[config.mk]
export PLATFORM = sky130hd
export DESIGN_NAME = glob_pattern_list_matcher
export DESIGN_NICKNAME = d
export VERILOG_FILES = /design/src/rtl/glpm_pkg.sv /design/src/rtl/glpm_cell.sv /design/src/rtl/glpm_close.sv /design/src/rtl/glob_pattern_list_matcher.sv
export SDC_FILE = /design/constraint.sdc
export NUM_CORES = 1
export LEC_CHECK = 0
export BUFFER_PORTS_ARGS = -buffer_cell sky130_fd_sc_hd__buf_2
export CAP_MARGIN = 20
export CORE_UTILIZATION = 53
export CTS_BUF_LIST = sky130_fd_sc_hd__clkbuf_8
export CTS_CLUSTER_DIAMETER = 80
export DETAILED_ROUTE_END_ITERATION = 10
export PLACE_DENSITY = 0.71
export SYNTH_ARGS = -nofsm -noshare
export SYNTH_HDL_FRONTEND = slang
export SYNTH_HIERARCHICAL = 1
export SYNTH_SLANG_ARGS = --single-unit
[constraint.sdc]
create_clock -name clk -period 11.6 [get_ports clk]
set_input_delay 0.58 -clock clk [delete_from_list [all_inputs] [get_ports clk]]
set_output_delay 0.58 -clock clk [all_outputs]
set_load 0.05 [all_outputs]
[src/rtl/glpm_pkg.sv]
// ----------------------------------------------------------------------------
// glpm_pkg: shared types and constants of the glob pattern-list matcher
// Pattern capacity, operation codes, character codes and the control and
// status bundles passed between the top level and the position cells.
// ----------------------------------------------------------------------------
package glpm_pkg;

  localparam int PAT_CHARS  = 32;
  localparam int POS_W      = PAT_CHARS + 1;
  localparam int LEN_W      = $clog2(PAT_CHARS + 1);
  localparam int CLOSE_LVLS = $clog2(POS_W);

  localparam int CNT_W      = 3;
  localparam logic [CNT_W-1:0] CNT_MAX = 3'd4;

  localparam int OP_W       = 2;
  localparam logic [OP_W-1:0] OP_CLEAR  = 2'd0;
  localparam logic [OP_W-1:0] OP_APPEND = 2'd1;
  localparam logic [OP_W-1:0] OP_NAME   = 2'd2;
  localparam logic [OP_W-1:0] OP_END    = 2'd3;

  localparam int IN_TDATA_W  = 8;
  localparam int OUT_TDATA_W = 8;

  localparam logic [7:0] CH_STAR  = 8'h2A;
  localparam logic [7:0] CH_QMARK = 8'h3F;
  localparam logic [7:0] CH_SEMI  = 8'h3B;
  localparam logic [7:0] CH_DOT   = 8'h2E;
  localparam logic [7:0] CH_SPACE = 8'h20;
  localparam logic [7:0] CH_TAB   = 8'h09;
  localparam logic [7:0] CH_UP_A  = 8'h41;
  localparam logic [7:0] CH_UP_Z  = 8'h5A;
  localparam logic [7:0] CASE_OFS = 8'h20;

  // Broadcast from the control section to every position cell.
  typedef struct packed {
    logic       clr;       // pattern cleared
    logic       wr_sep;    // separator appended
    logic       wr_nb;     // non-blank pattern byte appended
    logic       pend_en;   // blank appended inside an alternative
    logic       first_nb;  // no non-blank byte yet in the open alternative
    logic       u_ok;      // open alternative counts (non-empty, not trivial)
    logic       fresh;     // active set equals the start closure
    logic       step;      // name byte advances the automaton
    logic [7:0] wr_byte;   // pattern byte being appended
    logic [7:0] name_fold; // lower-cased name byte
  } cell_ctl_t;

  // Per-position status back to the control section and the neighbor.
  typedef struct packed {
    logic act_e;  // position currently active
    logic acc_e;  // position ends an alternative
    logic tbit;   // position is a star inside an alternative
    logic keep;   // star position stays active
    logic adv;    // match moves on to the next position
    logic carry;  // leading star run reaches the next position
  } cell_stat_t;

  function automatic logic [7:0] fold_ch(input logic [7:0] c);
    logic [7:0] r;
    r = c;
    if (c >= CH_UP_A && c <= CH_UP_Z) begin
      r = c + CASE_OFS;
    end
    return r;
  endfunction

endpackage

[src/rtl/glpm_cell.sv]
// ----------------------------------------------------------------------------
// glpm_cell: one pattern position
// Holds the pattern byte at its position, the alternative masks for that
// position and its active bit, and hands match and setup signals to the
// next cell.
// ----------------------------------------------------------------------------
module glpm_cell (
  input  logic                  clk,
  input  logic                  rst_n,
  input  glpm_pkg::cell_ctl_t   ctl,
  input  logic                  sel,         // this position takes the appended byte
  input  logic                  sel_prev,    // previous position takes the appended byte
  input  logic                  carry_prev,  // previous position passes a start star
  input  logic                  nxt_act,     // closed next-state bit for this position
  output glpm_pkg::cell_stat_t  stat
);
  import glpm_pkg::*;

  logic [7:0] ch_r;
  logic       c_body_r, c_init_r, c_acc_r;
  logic       u_body_r, u_init_r, u_acc_r, pend_r;
  logic       act_r;

  logic       is_star, is_qm;
  logic       body_e, init_e;

  assign is_star = (ch_r == CH_STAR);
  assign is_qm   = (ch_r == CH_QMARK);

  assign body_e     = c_body_r | (ctl.u_ok & u_body_r);
  assign init_e     = c_init_r | (ctl.u_ok & u_init_r);
  assign stat.acc_e = c_acc_r  | (ctl.u_ok & u_acc_r);
  assign stat.act_e = ctl.fresh ? init_e : act_r;
  assign stat.tbit  = body_e & is_star;
  assign stat.keep  = stat.act_e & stat.tbit;
  assign stat.adv   = stat.act_e & body_e & ~is_star &
                      (is_qm | (fold_ch(ch_r) == ctl.name_fold));
  // A star written at a start position, or after a run of leading stars,
  // makes the following position a start position as well.
  assign stat.carry = sel & ctl.wr_nb & (ctl.wr_byte == CH_STAR) &
                      (u_init_r | ctl.first_nb);

  always_ff @(posedge clk) begin
    if (sel) begin
      ch_r <= ctl.wr_byte;
    end
  end

  always_ff @(posedge clk) begin
    if (!rst_n) begin
      c_body_r <= 1'b0;
      c_init_r <= 1'b0;
      c_acc_r  <= 1'b0;
      u_body_r <= 1'b0;
      u_init_r <= 1'b0;
      u_acc_r  <= 1'b0;
      pend_r   <= 1'b0;
      act_r    <= 1'b0;
    end else begin
      if (ctl.clr) begin
        c_body_r <= 1'b0;
        c_init_r <= 1'b0;
        c_acc_r  <= 1'b0;
        u_body_r <= 1'b0;
        u_init_r <= 1'b0;
        u_acc_r  <= 1'b0;
        pend_r   <= 1'b0;
      end else if (ctl.wr_sep) begin
        if (ctl.u_ok) begin
          c_body_r <= c_body_r | u_body_r;
          c_init_r <= c_init_r | u_init_r;
          c_acc_r  <= c_acc_r  | u_acc_r;
        end
        u_body_r <= 1'b0;
        u_init_r <= 1'b0;
        u_acc_r  <= 1'b0;
        pend_r   <= 1'b0;
      end else if (ctl.wr_nb) begin
        // Blanks between two non-blank bytes become part of the alternative.
        u_body_r <= u_body_r | pend_r | sel;
        pend_r   <= 1'b0;
        u_acc_r  <= sel_prev;
        u_init_r <= u_init_r | (ctl.first_nb & sel) | carry_prev;
      end else if (ctl.pend_en) begin
        pend_r <= pend_r | sel;
      end
      if (ctl.step) begin
        act_r <= nxt_act;
      end
    end
  end

endmodule

[src/rtl/glpm_close.sv]
// ----------------------------------------------------------------------------
// glpm_close: star closure network
// Lets every active star also stand for an empty run, so activity ripples
// forward through runs of stars; built as a log-depth prefix network.
// ----------------------------------------------------------------------------
module glpm_close (
  input  logic [glpm_pkg::POS_W-1:0] seed,
  input  logic [glpm_pkg::POS_W-1:0] tx,
  output logic [glpm_pkg::POS_W-1:0] closed
);
  import glpm_pkg::*;

  logic [POS_W-1:0] act_l [CLOSE_LVLS+1];
  logic [POS_W-1:0] pas_l [CLOSE_LVLS];

  assign act_l[0] = seed;
  assign pas_l[0] = tx;

  // After level k a bit reaches up to 2**(k+1)-1 positions forward;
  // pas_l[k] marks runs of 2**k passing positions.
  for (genvar k = 0; k < CLOSE_LVLS; k++) begin : g_lvl
    assign act_l[k+1] = act_l[k] | ((act_l[k] & pas_l[k]) << (1 << k));
    if (k + 1 < CLOSE_LVLS) begin : g_pas
      assign pas_l[k+1] = pas_l[k] & (pas_l[k] >> (1 << k));
    end
  end

  assign closed = act_l[CLOSE_LVLS];

endmodule

[src/rtl/glob_pattern_list_matcher.sv]
// ----------------------------------------------------------------------------
// glob_pattern_list_matcher: case-insensitive wildcard matcher, pattern list
// Pattern bytes build a list of ';'-separated alternatives in a row of
// position cells; name bytes then step a bit-parallel automaton over them.
//
//   channel  dir  tdata                       tuser
//   in_      in   [7:0] data_byte             [1:0] opcode
//   out_     out  [0] matched, [1] overflow   -
//
// A new item can be taken each cycle while the input is not stalled.
// The critical path is the cell compare followed by the star closure network.
// An end-of-name result sits in an output register; input is stalled only
// while that register is full and out_tready is low.
// Synchronous active-low reset leaves an empty pattern; no clearing pass.
// ----------------------------------------------------------------------------
module glob_pattern_list_matcher (
  input  logic                                clk,
  input  logic                                rst_n,
  input  logic                                in_tvalid,
  output logic                                in_tready,
  input  logic [glpm_pkg::IN_TDATA_W-1:0]     in_tdata,   // [7:0] data_byte
  input  logic [glpm_pkg::OP_W-1:0]           in_tuser,   // [1:0] opcode
  output logic                                out_tvalid,
  input  logic                                out_tready,
  output logic [glpm_pkg::OUT_TDATA_W-1:0]    out_tdata   // [0] matched, [1] pattern_overflow
);
  import glpm_pkg::*;

  logic             in_acc;
  logic             op_clr, op_app, op_name, op_end;
  logic             do_app, is_sep, is_blank, is_nb;
  logic             trivial;
  logic             hit;

  logic [LEN_W-1:0] len_r;
  logic             ovf_r;
  logic             fresh_r;
  logic             always_r;
  logic             seg_has_r;
  logic [CNT_W-1:0] cnt_r, cnt_nxt, seg_len_r;
  logic [7:0]       ch0_r, ch1_r, ch2_r;
  logic             out_valid_r, matched_r, ovf_out_r;

  cell_ctl_t        ctl;
  cell_stat_t       stat [POS_W];
  logic [POS_W-1:0] sel, sel_prev, carry_prev;
  logic [POS_W-1:0] keep_v, adv_v, tx_v, next_v, closed_v, hit_v;

  assign in_tready = ~out_valid_r | out_tready;
  assign in_acc    = in_tvalid & in_tready;
  assign op_clr    = in_acc & (in_tuser == OP_CLEAR);
  assign op_app    = in_acc & (in_tuser == OP_APPEND);
  assign op_name   = in_acc & (in_tuser == OP_NAME);
  assign op_end    = in_acc & (in_tuser == OP_END);

  assign do_app   = op_app & (len_r != LEN_W'(PAT_CHARS));
  assign is_sep   = (in_tdata == CH_SEMI);
  assign is_blank = (in_tdata == CH_SPACE) || (in_tdata == CH_TAB);
  assign is_nb    = ~is_sep & ~is_blank;

  assign trivial = (seg_len_r == CNT_W'(1) && ch0_r == CH_STAR) ||
                   (seg_len_r == CNT_W'(3) && ch0_r == CH_STAR &&
                    ch1_r == CH_DOT && ch2_r == CH_STAR);

  assign cnt_nxt = (cnt_r == CNT_MAX) ? cnt_r : cnt_r + CNT_W'(1);

  always_comb begin
    ctl.clr       = op_clr;
    ctl.wr_sep    = do_app & is_sep;
    ctl.wr_nb     = do_app & is_nb;
    ctl.pend_en   = do_app & is_blank & seg_has_r;
    ctl.first_nb  = ~seg_has_r;
    ctl.u_ok      = seg_has_r & ~trivial;
    ctl.fresh     = fresh_r;
    ctl.step      = op_name;
    ctl.wr_byte   = in_tdata;
    ctl.name_fold = fold_ch(in_tdata);
  end

  for (genvar i = 0; i < POS_W; i++) begin : g_sel
    assign sel[i] = do_app & (len_r == LEN_W'(i));
  end

  assign sel_prev      = {sel[POS_W-2:0], 1'b0};
  assign carry_prev[0] = 1'b0;

  for (genvar i = 1; i < POS_W; i++) begin : g_carry
    assign carry_prev[i] = stat[i-1].carry;
  end

  for (genvar i = 0; i < POS_W; i++) begin : g_cell
    glpm_cell u_cell (
      .clk        (clk),
      .rst_n      (rst_n),
      .ctl        (ctl),
      .sel        (sel[i]),
      .sel_prev   (sel_prev[i]),
      .carry_prev (carry_prev[i]),
      .nxt_act    (closed_v[i]),
      .stat       (stat[i])
    );
    assign keep_v[i] = stat[i].keep;
    assign adv_v[i]  = stat[i].adv;
    assign tx_v[i]   = stat[i].tbit;
    assign hit_v[i]  = stat[i].act_e & stat[i].acc_e;
  end

  // Stars hold their own position; other matches move one position on.
  assign next_v = keep_v | {adv_v[POS_W-2:0], 1'b0};

  glpm_close u_close (
    .seed   (next_v),
    .tx     (tx_v),
    .closed (closed_v)
  );

  // The open alternative, when it is a lone star or star-dot-star, matches
  // any name just like a closed one.
  assign hit = always_r | (seg_has_r & trivial) | (|hit_v);

  always_ff @(posedge clk) begin
    if (!rst_n) begin
      len_r     <= '0;
      ovf_r     <= 1'b0;
      fresh_r   <= 1'b1;
      always_r  <= 1'b0;
      seg_has_r <= 1'b0;
      cnt_r     <= '0;
      seg_len_r <= '0;
    end else begin
      if (op_clr || op_app || op_end) begin
        fresh_r <= 1'b1;
      end else if (op_name) begin
        fresh_r <= 1'b0;
      end

      if (op_clr) begin
        len_r     <= '0;
        ovf_r     <= 1'b0;
        always_r  <= 1'b0;
        seg_has_r <= 1'b0;
        cnt_r     <= '0;
        seg_len_r <= '0;
      end else if (op_app && !do_app) begin
        ovf_r <= 1'b1;
      end else if (do_app) begin
        len_r <= len_r + LEN_W'(1);
        if (is_sep) begin
          if (seg_has_r && trivial) begin
            always_r <= 1'b1;
          end
          seg_has_r <= 1'b0;
          cnt_r     <= '0;
          seg_len_r <= '0;
        end else if (!seg_has_r) begin
          if (is_nb) begin
            seg_has_r <= 1'b1;
            cnt_r     <= CNT_W'(1);
            seg_len_r <= CNT_W'(1);
          end
        end else begin
          cnt_r <= cnt_nxt;
          if (is_nb) begin
            seg_len_r <= cnt_nxt;
          end
        end
      end
    end
  end

  // The first three bytes of the open alternative, for the match-all test.
  always_ff @(posedge clk) begin
    if (do_app && !is_sep) begin
      if (!seg_has_r && is_nb) begin
        ch0_r <= in_tdata;
      end
      if (seg_has_r && cnt_r == CNT_W'(1)) begin
        ch1_r <= in_tdata;
      end
      if (seg_has_r && cnt_r == CNT_W'(2)) begin
        ch2_r <= in_tdata;
      end
    end
  end

  always_ff @(posedge clk) begin
    if (!rst_n) begin
      out_valid_r <= 1'b0;
    end else if (op_end) begin
      out_valid_r <= 1'b1;
    end else if (out_tready) begin
      out_valid_r <= 1'b0;
    end
  end

  always_ff @(posedge clk) begin
    if (op_end) begin
      matched_r <= hit;
      ovf_out_r <= ovf_r;
    end
  end

  assign out_tvalid = out_valid_r;
  assign out_tdata  = {{(OUT_TDATA_W-2){1'b0}}, ovf_out_r, matched_r};

`ifndef SYNTHESIS
  a_len_cap: assert property (@(posedge clk) disable iff (!rst_n)
    len_r <= LEN_W'(PAT_CHARS))
    else $error("pattern length beyond capacity");

  a_sel_one: assert property (@(posedge clk) disable iff (!rst_n)
    $onehot0(sel))
    else $error("more than one cell selected for a pattern write");

  a_end_result: assert property (@(posedge clk) disable iff (!rst_n)
    op_end |=> (out_valid_r && fresh_r))
    else $error("end of name did not produce a result and restart");

  a_ovf_clear: assert property (@(posedge clk) disable iff (!rst_n)
    $fell(ovf_r) |-> $past(op_clr))
    else $error("overflow flag dropped without a clear");

  a_no_drop: assert property (@(posedge clk) disable iff (!rst_n)
    (out_valid_r && !out_tready) |-> !in_tready)
    else $error("input taken while a result is stalled");
`endif

endmodule
## Word level (Yosys, flattened, before mapping)

Cells that the tools add are included.

| word-level totals | value |
|---|---|
| logic and storage cells | 1651 |
| memories kept | 0 |
| output and inout bits | 10 |
| register bits after elaboration | 569 |
| bits in writable memories | 0 |
| bits in read-only memories | 0 |
| bits in latches | 0 |

| cells by class | value |
|---|---|
| mux-type cells | 78 |
| magnitude comparators | 66 |
| multipliers | 0 |
| eq/ne operators | 145 |
| $add $sub $neg | 35 |
| divide/modulo/power cells | 0 |
| bitwise operators | 951 |
| reductions and logical operators | 68 |
| shifts and indexed selects | 0 |

Operators by type and width:

| operator | number |
|---|---|
| == test 8 x 6 -> 1 bit, second input constant | 71 |
| AND 1 bit | 469 |
| bitwise OR 1 bit | 427 |
| adder 8 x 6 -> 8 bit, second input constant | 33 |
| greater-or-equal comparator 8 x 7 -> 1 bit, second input constant | 33 |
| <= comparator 8 x 7 -> 1 bit, second input constant | 33 |
| two-way mux 8 bit | 33 |
| == test 8 bit | 32 |
| bitwise OR 33 bit | 7 |
| == test 6 x 5 -> 1 bit, second input constant | 16 |
| AND 31 bit | 2 |
| AND 29 bit | 2 |
| AND 25 bit | 2 |
| == test 6 x 4 -> 1 bit, second input constant | 8 |
| logical AND 1 bit | 43 |
| inverter 1 bit | 39 |
| two-way mux 1 bit | 38 |
| AND 17 bit | 2 |
| AND 32 bit | 1 |
| OR reduction 32 bit | 1 |
| == test 6 x 3 -> 1 bit, second input constant | 4 |
| two-way mux 3 bit | 7 |
| == test 6 x 2 -> 1 bit, second input constant | 2 |
| AND reduction 2 bit | 5 |
| other kinds (22) | 33 |

## Logic depth before layout (Yosys ltp)

| logic depth | value |
|---|---|
| depth in word-level cells | 26 |
| mapped depth | 20 |
| depth with buffers taken out | 20 |

## Cells and area by module

Netlist, hierarchy kept.

Modules (own cells, without submodules):

| module | area each (um2) | cells each | instances |
|---|---|---|---|
| glpm_cell | 848.3 | 87 | 33 |
| glob_pattern_list_matcher | 2656.3 | 292 | 1 |
| glpm_close | 1021.0 | 178 | 1 |

## Worst setup path before layout

Ideal clock, no wire load.

| timing | value |
|---|---|
| path kind | flip-flop to flip-flop |
| from | register seg_has_r |
| to | register g_cell[30].u_cell.act_r |
| setup time | 71 ps |
| required time | 11529 ps |
| setup slack | 1925 ps |
| data arrival time | 9604 ps |
| cell stages (with the launch flop) | 13 |
| buffers on the path | 0 |
| clock period less this slack | 9675 ps |
| cells stage by stage | dfxtp_1 -> inv_1 -> a21oi_1 -> a21oi_1 -> nor3_1 -> a21oi_2 -> o211ai_1 -> o2111ai_2 -> a2111oi_2 -> nor3_1 -> o21ai_1 -> mux2i_1 -> nor2b_1 |

RTL lines:

| what | line | RTL |
|---|---|---|
| start, declared | glob_pattern_list_matcher.sv:39 | `logic seg_has_r;` |
| start signal, assigned | glob_pattern_list_matcher.sv:127 | `seg_has_r <= 1'b0;` |
| start signal, assigned | glob_pattern_list_matcher.sv:141 | `seg_has_r <= 1'b0;` |
| start signal, assigned | glob_pattern_list_matcher.sv:152 | `seg_has_r <= 1'b0;` |
| end signal, assigned | glpm_cell.sv:88 | `act_r <= nxt_act;` |
| end, declared | glpm_cell.sv:22 | `logic act_r;` |

==> flow_summary.ini <==
[status]
outcome = complete, no violations

[floorplan]
core_sq_um = 58100
initial_core_util_pct = 54.0
die_y_um = 245
dieArea_sq_um = 60200
ios = 24
rows = 88
die_x_um = 245

[clock_network]
cts_tree = yes
cts-buffers-inserted = 98
clock_sinks = 571
post_cts_buffers = 0
root_buffer = clkbuf_8
path_clk_slew_ns = 0.06
clk_latency_ns = 0.72
clock_path_buffers = 3
cts_hold_buf = 0
cts_resized = 0
htree_levels = 3

[timing]
slew_viol_final = 0
layout_worst_path_cycle_share_pct = 54.2
worst_slew_pin_slew_ns = 1.16
hold_viol = 0
setup_viol = 0
rsz0062_at_grt = no
finalWorstSetupSlack_ns = 5.32
tns_ns = 0
timing.fmax_mhz = 159
clock_skew_ns = 0.0522
fin_crit_ns = 6.28
maxSlewHeadroom_pct = 22.6
hold_ws_ns = 0.231

[detailed_routing]
drt_iter0_drc = 2588
route.vias.total = 27200
wire_per_inst_um = 21.2
drc = 0
drt_first_pass_iters = 6
finalWirelength_um = 91300
vias_per_cell = 6.30
ant_nets = 0

[logic_synthesis]
yosysWarnings = 6
synthCells = 3301
avgSynthCellArea_sq_um = 9.51
syn-cell-area_sq_um = 31400

[min_path]
min_path_type = in2reg

[setup_path]
cp_slowest_stage_delay_ns = 0.81
required_ns = 12.22
start_kind = input pin
cp.arrival_ns = 6.91
slowest_stage = buf_4
cp-end-kind = register
path_cells = buf_4, buf_4, and2_1, o21ai_0, a31oi_1, o41a_2, buf_4, nor2b_1, nand4_1, o2111ai_1, or4_1, a21oi_1, or2_2, a21oi_1, o21ai_0, a21oi_2, o21ai_1, a31oi_1, o31ai_1, mux2i_1, nor2b_1
crit_top_cell = buf_4
critPathKind = in2reg
cp_max_fo = 75

[final_layout]
drive_gt1_share_pct = 9.95
final_common_cell = nor2_1
fin_util_pct = 59.8
layout_common_cells = nor2_1 (375), edfxtp_1 (290), dfxtp_1 (280), a21oi_1 (277), xor2_1 (192)
fillCellCount = 4948
layout.nets = 3516
stdcell_count = 4313
area_growth_pct = 10.8

[pwr]
power_leakage_uw = 0.0127
ir_drop_uv = 107
p_per_area_nw_per_um2 = 121

[place]
io_buffer_count = 17
dp.cells = 4117
gp_congestion = 0.968
dpl.hpwl_um = 58500
place_ws_ns = 4.71

[global_routing]
grt_max_degree = 82
antenna_found_initial = 3
grt_pass1_wl_um = 143000
first_global_vias = 26600
grt-ovfl-total = 0
track_usage_pct = 30.0

[flow_run]
drv_cap = 0
registers in the layout, summed over array words and instances, names as in the netlist, 33 cells and up:
name,cells
g_cell.u_cell/act_r,33
g_cell.u_cell/c_acc_r,33
g_cell.u_cell/c_body_r,33
g_cell.u_cell/c_init_r,33
g_cell.u_cell/ch_r,264
g_cell.u_cell/pend_r,33
g_cell.u_cell/u_acc_r,33
g_cell.u_cell/u_body_r,33
g_cell.u_cell/u_init_r,33
cell type report:
cell class	count	area, sq um	area share, %
Multi-Input combinational cell	2583	16500	47.5
Sequential cell	571	14300	41.2
Clock buffer	111	1530	4.39
Tap cell	765	957	2.75
Inverter	149	559	1.61
Timing Repair Buffer	58	445	1.28
Clock inverter	74	425	1.22
Antenna cell	2	5.00	0.0144
critical path, delay by kind of cell:
| kind | cells | cell delay (ns) |
|---|---|---|
| AOI/OAI and AO/OA | 11 | 2.98 |
| buffers and inverters | 3 | 1.80 |
| and+or+nand+nor | 6 | 1.35 |
| muxes | 1 | 0.12 |
layer usage:
metal | GRT usage [%] | part of all wire (%) | wire (um) | vias to the layer above
li1 | - | - | - | 12600
met1 | 38.6 | 42 | 38300 | 13100
met2 | 49.2 | 47 | 42700 | 1191
met3 | 5.83 | 7.6 | 6910 | 260
met4 | 12.6 | 3.7 | 3400 | 2
met5 | 0 | 0.019 | 17 | -
power by group:
group          switching, uW  internal (uW)
Combinational            197           73.2
Sequential              5.60           2120
Clock                    849            949
Total                   1050           3150
worst paths after layout:
kind / start / endpoint / slack (ns) / depth (start not counted)
setup / recovery: in_tdata[1] / g_cell[23].u_cell/act_r / 5.32 / 21
hold / removal: in_tuser[1] / out_tvalid / 0.23 / 3
setup reg to reg: ch2_r[0] / g_cell[25].u_cell/act_r / 6.29 / 20
hold reg to reg: g_cell[23].u_cell/u_body_r / g_cell[23].u_cell/u_body_r / 0.46 / 2
stage by stage:
step,power (uW),instance area (sq um)
after floorplan,2320,31500
after global placement,2430,32800
after detailed placement,2440,32800
after CTS,4230,34700
after global routing,4340,34800
final,4200,34800
Note: power is estimated with default switching activity, not from simulation.
